[config.mk]
export PLATFORM = sky130hd
export DESIGN_NAME = tea_cfg
export DESIGN_NICKNAME = d
export VERILOG_FILES = /design/src/rtl/tea_pkg.sv /design/src/rtl/tea_cfg.sv
export SDC_FILE = /design/constraint.sdc
export NUM_CORES = 1
export LEC_CHECK = 0
export ABC_AREA = 1
export BUFFER_PORTS_ARGS = -buffer_cell sky130_fd_sc_hd__buf_2
export CAP_MARGIN = 10
export CORE_UTILIZATION = 50
export CTS_CLUSTER_SIZE = 10
export DETAILED_ROUTE_END_ITERATION = 10
export GPL_ROUTABILITY_DRIVEN = 0
export GPL_TIMING_DRIVEN = 0
export PLACE_DENSITY = 0.85
export RECOVER_POWER = 50
export SLEW_MARGIN = 20
export SYNTH_ARGS = -nofsm -noshare
export SYNTH_HDL_FRONTEND = slang
export SYNTH_SLANG_ARGS = --single-unit
[constraint.sdc]
create_clock -name clk_i -period 0.88 [get_ports clk_i]
set_clock_uncertainty 0.1 [all_clocks]
set_input_delay 0.132 -clock clk_i [delete_from_list [all_inputs] [get_ports clk_i]]
set_output_delay 0.132 -clock clk_i [all_outputs]
set_load 0.02 [all_outputs]
[src/rtl/tea_pkg.sv]
// Shared types, constants and the round mixing function of the TEA block cipher.
// Used by tea_cfg, tea_round and tea_block_cipher_top; depends on nothing else.
package tea_pkg;

  localparam int unsigned DefaultRounds = 32;
  localparam logic [31:0] TeaDelta      = 32'h9E37_79B9;

  typedef logic [31:0] word_t;

  typedef enum logic [1:0] {
    CfgKey0 = 2'd0,
    CfgKey1 = 2'd1,
    CfgKey2 = 2'd2,
    CfgKey3 = 2'd3
  } cfg_idx_e;

  typedef struct packed {
    word_t k0;
    word_t k1;
    word_t k2;
    word_t k3;
  } key_t;

  typedef struct packed {
    logic  action;
    word_t first_word;
    word_t second_word;
  } in_t;

  typedef struct packed {
    word_t first_result;
    word_t second_result;
  } out_t;

  // Payload carried down the round pipeline.
  typedef struct packed {
    logic  action;
    word_t y;
    word_t z;
  } stage_t;

  function automatic word_t tea_mix(word_t x, word_t sum, word_t ka, word_t kb);
    word_t a;
    word_t b;
    word_t c;
    a = (x << 4) + ka;
    b = x + sum;
    c = (x >> 5) + kb;
    return a ^ b ^ c;
  endfunction

endpackage

[src/rtl/tea_cfg.sv]
// Key register file of the TEA block cipher: four 32-bit key words.
// Depends on tea_pkg for the key type and the register index codes.
module tea_cfg (
  input  logic              clk_i,
  input  logic              rst_ni,
  input  logic              cfg_valid_i,
  output logic              cfg_ready_o,
  input  logic [1:0]        cfg_index_i,
  input  logic [31:0]       cfg_data_i,
  output tea_pkg::key_t     key_o
);
  import tea_pkg::*;

  key_t key_q;
  key_t key_d;

  assign cfg_ready_o = 1'b1;
  assign key_o       = key_q;

  always_comb begin
    key_d = key_q;
    if (cfg_valid_i) begin
      case (cfg_idx_e'(cfg_index_i))
        CfgKey0: key_d.k0 = cfg_data_i;
        CfgKey1: key_d.k1 = cfg_data_i;
        CfgKey2: key_d.k2 = cfg_data_i;
        CfgKey3: key_d.k3 = cfg_data_i;
        default: key_d = key_q;
      endcase
    end
  end

  always_ff @(posedge clk_i or negedge rst_ni) begin
    if (!rst_ni) begin
      key_q <= '0;
    end else begin
      key_q <= key_d;
    end
  end

endmodule

==> flow_metrics.tcl, run 1 <==
set metrics [dict create \
    outcome "complete, but fails checks" \
    failed_checks "hold timing, setup timing" \
    grt_pass1_vias 6108 \
    clk_pin_slew_worst_paths_ns 0.07 \
    end_kind "output pin" \
    finalCritPeriodShare 1.619 \
    placed_cells 868 \
    min_path_type "primary input to asynchronous set/reset pin" \
    layout.cells.non_filler 1006 \
    cts_max_path_buffers 2 \
    drive_above_1_share 0.4220 \
    dp_hpwl_um 10740 \
    synth_cells 571 \
    die_height_um 104.0 \
    core-area_mm2 0.009910 \
    r2r_setup_slack_ns -0.16 \
    slew_violations 0 \
    crit_slowest_cell "dfrtp_1" \
    setup_violations 161 \
    fmax_ghz 0.7019 \
    cp_max_fo 2 \
    fillerInstances 375 \
    h-tree-depth 4 \
    critPathArrivalTime_ns 1.19 \
    cts-buffers-inserted 17 \
    synthToLayoutAreaGrowth_pct 70.07 \
    pre_cts_ws_ns -0.4522 \
    antenna_found_initial 0 \
    grt_max_degree 67 \
    ys_seq_area_frac 0.6160 \
    slowest_delay_ns 0.46 \
    grt_use_total 0.3983 \
    ys_types 11 \
    stdcell_area_mm2 0.008843 \
    startpoint_type "flop" \
    via_per_inst 6.354 \
    clock_latency_ns 0.54 \
    die_w_um 104.0 \
    vdd_drop_max_uv 1373 \
    critical_path_required_ns 0.65 \
    timing.final.hold_violations 71 \
    vias 6392 \
    critical_path_buf_inv_count 1 \
    p_per_area_mw_per_mm2 2365 \
    path_cells "buf_6" \
    ys_ff_latch 128 \
    nets 899 \
    drv_cap 0 \
    overflow 0 \
    crit_family "flip-flops" \
    min_period_ns 1.425 \
    max_slew_margin 0.3919 \
    critical_path_class "flop to output pin" \
    hold-worst-slack_ns -0.3837 \
    drtPass1Iterations 6 \
    antenna_left 0 \
    io_buffers 163 \
    layout_common_cells "nand2_1 (209), buf_6 (164), dfrtp_1 (128)" \
    largest_reg_flops 128 \
    wl_per_cell_um 24.15 \
    clock_sinks 128 \
    cts_tree "done" \
    power_mw 20.92 \
    synth_nets 608 \
    routed_wl_um 24300 \
    drt_iter0_markers 622 \
    tightest_slew_ns 0.9122 \
    place_area_mm2 0.006395 \
    synth_area_mm2 0.005200 \
    layout_commonest_cell "nand2_1" \
    rsz0062_at_grt "yes" \
    drc 0 \
    syn_area_per_cell_um2 9.107 \
    placementRows 36 \
    worst_slack_ns -0.5446 \
    synth_warnings 0 \
    grt_pass1_wl_um 32590 \
    p_leak_nw 4.678 \
    cts-root-buf "clkbuf_8" \
    finalSetupTns_ns -58.46 \
    ios 166 \
    die_area_mm2 0.01081 \
    start_util 0.5247 \
]
==> power by group <==
group	internal, mW	total, mW	switching [mW]	leakage, nW
clock network	3.74	6.40	2.66	0.253
logic	3.27	6.77	3.50	2.83
registers	6.83	7.74	0.911	1.60
total	13.8	20.9	7.08	4.68
==> final timing paths <==
kind	end	depth (start not counted)	from
max in group asynchronous	key_o[104]$_DFFE_PN0P_	2	rst_ni
min in group clk_i	key_o[120]$_DFFE_PN0P_	4	cfg_valid_i
hold reg to reg	key_o[124]$_DFFE_PN0P_	2	key_o[124]$_DFFE_PN0P_
setup / recovery	key_o[111]	1	key_o[111]$_DFFE_PN0P_
hold / removal	key_o[29]$_DFFE_PN0P_	1	rst_ni
setup reg to reg	key_o[111]$_DFFE_PN0P_	3	key_o[111]$_DFFE_PN0P_
==> synthesized netlist by cell type, drive strengths merged <==
cell type / instances / share of area
buf: 35 / 0.034
nand4: 96 / 0.12
inv: 2 / 0.0014
clkbuf: 16 / 0.012
nand3: 35 / 0.034
conb: 1 / 0.00072
nand2: 257 / 0.19
nor2: 1 / 0.0012
dfrtp: 128 / 0.62
==> cells by family (layout without fill, tap and decap cells) <==
kind of cell / after synthesis / count (layout) / share of synthesized area
simple gates: 389 / 389 / 0.3359
buf+inv: 53 / 354 / 0.04740
flops: 128 / 128 / 0.6160
other cells: 1 / 2 / 0.0007212
==> worst reg2reg max path, delay by kind of cell (launching register included) <==
| family | cells | cell delay (ns) |
|---|---|---|
| flip-flops | 1 | 0.46 |
| buffers and inverters | 1 | 0.18 |
| AND/OR/NAND/NOR | 2 | 0.18 |
==> metal layers <==
metal  vias up  share of wire  global-route usage  routed length, µm
li1       2495              -                   -                  -
met4         0          0.088              0.2622               2143
met2       657           0.46              0.6486              11260
met5         -              0                   0                  0
met3       214           0.12              0.1046               2900
met1      3026           0.33              0.4664               7991
==> per-stage QoR <==
stage	hold slack [ns]	utilization
3_5_place_dp	0.04708	0.6453
6_report	-0.3837	0.8924
2_1_floorplan	-0.2636	-
5_1_grt	-0.3059	0.8922
3_3_place_gp	0.3260	0.6419
4_1_cts	-0.4985	0.8402
==> cell type report <==
| type | instances | area [µm²] | share of cell area |
|---|---|---|---|
| plain buffers | 51 | 402.9 | 0.04556 |
| clock inverters | 8 | 67.56 | 0.007640 |
| well taps | 133 | 166.4 | 0.01882 |
| clock buffers | 21 | 439.2 | 0.04966 |
| multi-input cells | 390 | 1936 | 0.2189 |
| repair buffers | 272 | 2619 | 0.2961 |
| inverters | 2 | 7.507 | 0.0008489 |
| flip-flops and latches | 128 | 3203 | 0.3622 |
| diodes | 1 | 2.502 | 0.0002830 |
==> what timing repair did <==
| item | CTS | global route |
|---|---|---|
| hold buffers | 33 | 1 |
| gates resized for setup | 256 | 91 |
| pin swaps | 0 | 14 |
| hold endpoints to repair | 256 | 73 |
| buffers inserted | 39 | 45 |
| endpoints found under the setup margin | 128 | 182 |
| cloned | 0 | 0 |
Note: power is estimated with default switching activity, not from simulation.
==> inputs of run 2 (changes only) <==
--- a/config.mk
+++ b/config.mk
@@ -8,6 +8,7 @@
 export ABC_AREA = 1
 export BUFFER_PORTS_ARGS = -buffer_cell sky130_fd_sc_hd__buf_2
 export CAP_MARGIN = 10
+export CORE_MARGIN = 4
 export CORE_UTILIZATION = 50
 export CTS_CLUSTER_SIZE = 10
 export DETAILED_ROUTE_END_ITERATION = 10
==> constraint.sdc (replaced) <==
create_clock -name clk_i -period 1.76 [get_ports clk_i]
set_clock_uncertainty 0.1 [all_clocks]
set_input_delay 0.264 -clock clk_i [delete_from_list [all_inputs] [get_ports clk_i]]
set_output_delay 0.264 -clock clk_i [all_outputs]
set_load 0.02 [all_outputs]
==> run 2 against run 1 <==
  * The run now ends clean
  * Cell count shrank 7.3%
  * First-iteration DRC count down 30%
  * Worst hold slack gained 0.42 ns
  * Via count shrank 18%
  * Global-route usage shrank 11 points
  * Final area fell by 20%
  * Die area rose by 12%
  * Non-clock buffer count decreased by 75
  * Critical endpoint is now key_o[27]
  * Highest routed layer unchanged
==> flow_metrics.tcl, run 2 (same netlist as run 1, synthesis figures left out) <==
set metrics [dict create \
    outcome "finished, final reports clean" \
    core-area_mm2 0.009955 \
    io_buffers 163 \
    cts_max_path_buffers 2 \
    timing.final.hold_violations 0 \
    wl_met2_um 8059 \
    critical_path_buf_inv_count 1 \
    cts_setup_buffers 0 \
    cts-root-buf "clkbuf_8" \
    clock_latency_ns 0.52 \
    critical_path_class "flop to output pin" \
    grt_pass1_wl_um 26180 \
    holdBufCountCts 33 \
    slew_violations 0 \
    crit_slowest_cell "dfrtp_1" \
    die_height_um 110.0 \
    drive_above_1_share 0.2725 \
    critical_path_required_ns 1.40 \
    drc 0 \
    tightest_slew_ns 0.7277 \
    antenna_cells 0 \
    grt_pass1_vias 5176 \
    clock_sinks 128 \
    h-tree-depth 4 \
    grt_max_degree 80 \
    end_kind "output pin" \
    place_area_mm2 0.006216 \
    wl_met3_um 1813 \
    cp_max_fo 2 \
    largest_reg_flops 128 \
    antenna_left 0 \
    min_period_ns 1.467 \
    critPathArrivalTime_ns 1.10 \
    p_leak_nw 3.935 \
    nets 824 \
    cts_tree "done" \
    p_per_area_mw_per_mm2 1283 \
    finalCritPeriodShare 0.8337 \
    crit_family "flip-flops" \
    routed_wl_um 16790 \
    overflow 0 \
    start_util 0.5224 \
    synthToLayoutAreaGrowth_pct 36.36 \
    placementRows 36 \
    path_cells "buf_2" \
    topRoutingLayerUsed "met4" \
    clk_pin_slew_worst_paths_ns 0.06 \
    ios 166 \
    fmax_ghz 0.6815 \
    drtPass1Iterations 7 \
    wirelength_met1_um 6472 \
    layout_commonest_cell "nand2_1" \
    max_slew_margin 0.5149 \
    die_w_um 110.0 \
    antenna_found_initial 0 \
    rsz0062_at_grt "no" \
    vdd_drop_max_uv 588.8 \
    slowest_delay_ns 0.41 \
    dp_hpwl_um 11310 \
    layout_common_cells "nand2_1 (257), buf_2 (182), dfrtp_1 (128)" \
    startpoint_type "flop" \
    stdcell_area_mm2 0.007091 \
    grt_use_total 0.2875 \
    setup_violations 0 \
    vias 5212 \
    cts.repair.resized 0 \
    drt_iter0_markers 434 \
    drv_cap 0 \
    via_per_inst 5.586 \
    cts-buffers-inserted 17 \
    wl_per_cell_um 17.99 \
    min_path_type "primary input to flop" \
    die_area_mm2 0.01210 \
    power_mw 9.096 \
]
## run 2: changes by cell type in the layout (fill, tap and decap cells not counted), moves of 4 or more
cell        previous run  this run
buf_2                 49       182
buf_4                 58         1
nand2_1              209       257
nand2_4                9         0
buf_6                164         2
nand2_2               39         0
clkbuf_4               6         0
clkbuf_1               3        29
clkbuf_2               9         1
clkinvlp_4             1         5
## run 2: layout make-up
| type | instances | area, µm² |
|---|---|---|
| Sequential cell | 128 | 3203 |
| Tap cell | 133 | 166.4 |
| Timing Repair Buffer | 197 | 1160 |
| Clock inverter | 13 | 138.9 |
| Multi-Input combinational cell | 390 | 1748 |
| Fill cell | 735 | 2864 |
| Buffer | 51 | 225.2 |
| Clock buffer | 19 | 441.7 |
| Inverter | 2 | 7.507 |
## run 2: routing by layer
| metal | vias up | track usage |
|---|---|---|
| met3 | 50 | 0.08911 |
| met4 | 0 | 0.1184 |
| li1 | 2356 | - |
| met2 | 324 | 0.4601 |
| met1 | 2482 | 0.3643 |
| met5 | - | 0 |
## run 2: path summary, 6_finish.rpt
path	cells after the start	endpoint	from	slack (ns)
max	1	key_o[27]	key_o[27]$_DFFE_PN0P_	0.29
min	4	key_o[64]$_DFFE_PN0P_	cfg_index_i[1]	0.03
max reg2reg	2	key_o[27]$_DFFE_PN0P_	key_o[27]$_DFFE_PN0P_	0.97
min reg2reg	2	key_o[102]$_DFFE_PN0P_	key_o[102]$_DFFE_PN0P_	0.37
max in group asynchronous	3	key_o[63]$_DFFE_PN0P_	rst_ni	0.36
min in group asynchronous	2	key_o[55]$_DFFE_PN0P_	rst_ni	0.14
## run 2: report_power, final
group | switching, mW | internal, mW
Sequential | 0.282 | 3.41
Clock | 1.31 | 2.08
Combinational | 1.38 | 0.630
Total | 2.97 | 6.13
## run 2: through the flow
stage,instances,utilization,setup slack [ns],hold slack (ns),setup TNS (ns)
2_1_floorplan,571,-,0.6699,-0.1316,0
4_1_cts,933,0.7159,0.2855,0.01631,0
5_1_grt,933,0.7123,0.1368,0.05620,0
6_report,933,0.7123,0.2927,0.03221,0
3_3_place_gp,867,0.6210,-1.196,0.3490,-152.07
3_5_place_dp,868,0.6244,0.09463,0.1307,0
==> inputs of run 3 (changes only) <==
--- a/config.mk
+++ b/config.mk
@@ -9,12 +9,12 @@
 export BUFFER_PORTS_ARGS = -buffer_cell sky130_fd_sc_hd__buf_2
 export CAP_MARGIN = 10
 export CORE_MARGIN = 4
-export CORE_UTILIZATION = 50
+export CORE_UTILIZATION = 46
 export CTS_CLUSTER_SIZE = 10
 export DETAILED_ROUTE_END_ITERATION = 10
 export GPL_ROUTABILITY_DRIVEN = 0
 export GPL_TIMING_DRIVEN = 0
-export PLACE_DENSITY = 0.85
+export PLACE_DENSITY = 0.82
 export RECOVER_POWER = 50
 export SLEW_MARGIN = 20
 export SYNTH_ARGS = -nofsm -noshare
==> constraint.sdc (replaced) <==
create_clock -name clk_i -period 1.19 [get_ports clk_i]
set_clock_uncertainty 0.1 [all_clocks]
set_input_delay 0.1785 -clock clk_i [delete_from_list [all_inputs] [get_ports clk_i]]
set_output_delay 0.1785 -clock clk_i [all_outputs]
set_load 0.02 [all_outputs]
==> run 3 against run 2 <==
  * The run now ends with setup timing left
  * Global-route usage up 2.9 points
  * Register-to-register slack got worse by 0.80 ns
  * Via count increased by 12%
  * Clock power grew 52%
  * Sequential cell count is the same
  * Sequential power increased by 53%
  * Combinational power rose by 130%
  * Count of clock-buffer cells in the layout is the same
  * Non-clock buffer count is 90 higher
  * Critical path type unchanged
  * Critical endpoint is now key_o[124]
  * Largest power group unchanged
==> flow_metrics.tcl, run 3 (same netlist as run 1, synthesis figures left out) <==
set metrics [dict create \
    antenna_left 0 \
    crit_family "flip-flops" \
    drtPass1Iterations 5 \
    timing.final.hold_violations 0 \
    critical_path_required_ns 0.91 \
    cts-buffers-inserted 17 \
    outcome "complete, but fails checks" \
    pre_cts_ws_ns -0.5514 \
    die_area_mm2 0.01307 \
    critPathArrivalTime_ns 1.00 \
    tightest_slew_ns 0.5295 \
    antenna_found_initial 0 \
    wl_per_cell_um 20.08 \
    start_util 0.4755 \
    grt_use_total 0.3163 \
    drive_above_1_share 0.3584 \
    rsz0062_at_grt "yes" \
    vdd_drop_max_uv 983.2 \
    die_w_um 114.3 \
    worstReg2RegStart "key_o[108]$_DFFE_PN0P_" \
    placementRows 38 \
    largest_reg_flops 128 \
    clock_sinks 128 \
    fmax_ghz 0.7830 \
    grt_max_degree 70 \
    clk_pin_slew_worst_paths_ns 0.06 \
    max_slew_margin 0.6470 \
    min_path_type "primary input to asynchronous set/reset pin" \
    stdcell_area_mm2 0.008633 \
    p_per_area_mw_per_mm2 1791 \
    slowest_delay_ns 0.43 \
    cts_tree "done" \
    die_height_um 114.3 \
    layout_common_cells "nand2_1 (257), dfrtp_1 (128), buf_6 (128)" \
    grt_pass1_wl_um 31570 \
    ios 166 \
    setup_violations 129 \
    startpoint_type "flop" \
    grt_pass1_vias 6031 \
    worst_slack_ns -0.08718 \
    core-area_mm2 0.01094 \
    layout_commonest_cell "nand2_1" \
    min_period_ns 1.277 \
    h-tree-depth 4 \
    drt_iter0_markers 562 \
    place_area_mm2 0.006225 \
    synthToLayoutAreaGrowth_pct 66.03 \
    dp_hpwl_um 11640 \
    via_per_inst 5.660 \
    end_kind "output pin" \
    critical_path_class "flop to output pin" \
    overflow 0 \
    nets 914 \
    crit_slowest_cell "dfrtp_1" \
    cp_max_fo 2 \
    drc 0 \
    critical_path_buf_inv_count 1 \
    cp-startpoint "key_o[124]$_DFFE_PN0P_" \
    clock_latency_ns 0.41 \
    failed_checks "setup timing" \
    io_buffers 163 \
    vias 5835 \
    finalCritPeriodShare 1.073 \
    cts_max_path_buffers 2 \
    slew_violations 0 \
    drv_cap 0 \
    routed_wl_um 20700 \
    path_cells "buf_6" \
    p_leak_nw 4.642 \
    cts-root-buf "clkbuf_16" \
]
run 3: cell count changes in the layout (fill, tap and decap cells not counted), moves of 2 or more:
cell,previous run,this run
clkbuf_1,29,19
buf_2,182,57
buf_4,1,88
clkinvlp_4,5,3
buf_6,2,128
clkbuf_2,1,8
clkbuf_4,0,3
run 3: layer usage:
layer  routed length [µm]  global-route usage  share of wire
met5                    0                   0              0
met4                 1058              0.1718          0.051
met3                 1795             0.08245          0.087
met2                10530              0.5351           0.51
met1                 7312              0.3671           0.35
run 3: area by class of cell:
type                    count  area [µm²]
repair buffers            287        2660
diodes                      1       2.502
inverters                   2       7.507
multi-input cells         390        1755
plain buffers              51       239.0
flip-flops and latches    128        3203
well taps                 140       175.2
clock buffers              19       452.9
fillers                   620        2302
clock inverters            13       137.6
run 3: path summary, 6_finish.rpt:
check,end,slack [ns],cells past startpoint
worst min register to register,key_o[43]$_DFFE_PN0P_,0.40,2
worst max-delay path,key_o[124],-0.09,1
worst min-delay path,key_o[3]$_DFFE_PN0P_,0.15,2
min in group clk_i,key_o[32]$_DFFE_PN0P_,0.15,4
max in group asynchronous,key_o[81]$_DFFE_PN0P_,0.19,3
worst max register to register,key_o[108]$_DFFE_PN0P_,0.17,4
run 3: report_power, final:
group	internal, mW	leakage [nW]	switching, mW	total [mW]
combinational	2.31	2.76	2.34	4.65
sequential	5.05	1.60	0.609	5.66
clock	3.19	0.285	1.96	5.15
total	10.6	4.64	4.91	15.5
run 3: what timing repair did:
| item | 4_1_cts | 5_1_grt |
|---|---|---|
| buffers inserted | 49 | 41 |
| hold buffers | 33 | 0 |
| setup endpoints to repair | 158 | 198 |
| resized for setup | 257 | 5 |
| hold endpoints to repair | 174 | 0 |
run 3: per-stage QoR:
| step | hold WS [ns] | utilization | power (mW) | setup TNS (ns) | std cells |
|---|---|---|---|---|---|
| 2_1_floorplan | -0.2171 | - | 7.115 | 0 | 571 |
| 3_3_place_gp | 0.3502 | 0.5661 | 8.284 | -234.49 | 874 |
| 3_5_place_dp | 0.09048 | 0.5692 | 8.406 | -26.13 | 875 |
| 4_1_cts | 0.04377 | 0.7608 | 14.95 | -4.746 | 989 |
| 5_1_grt | 0.1961 | 0.7892 | 16.06 | -8.859 | 1030 |
| 6_report | 0.1519 | 0.7895 | 15.47 | -4.971 | 1031 |
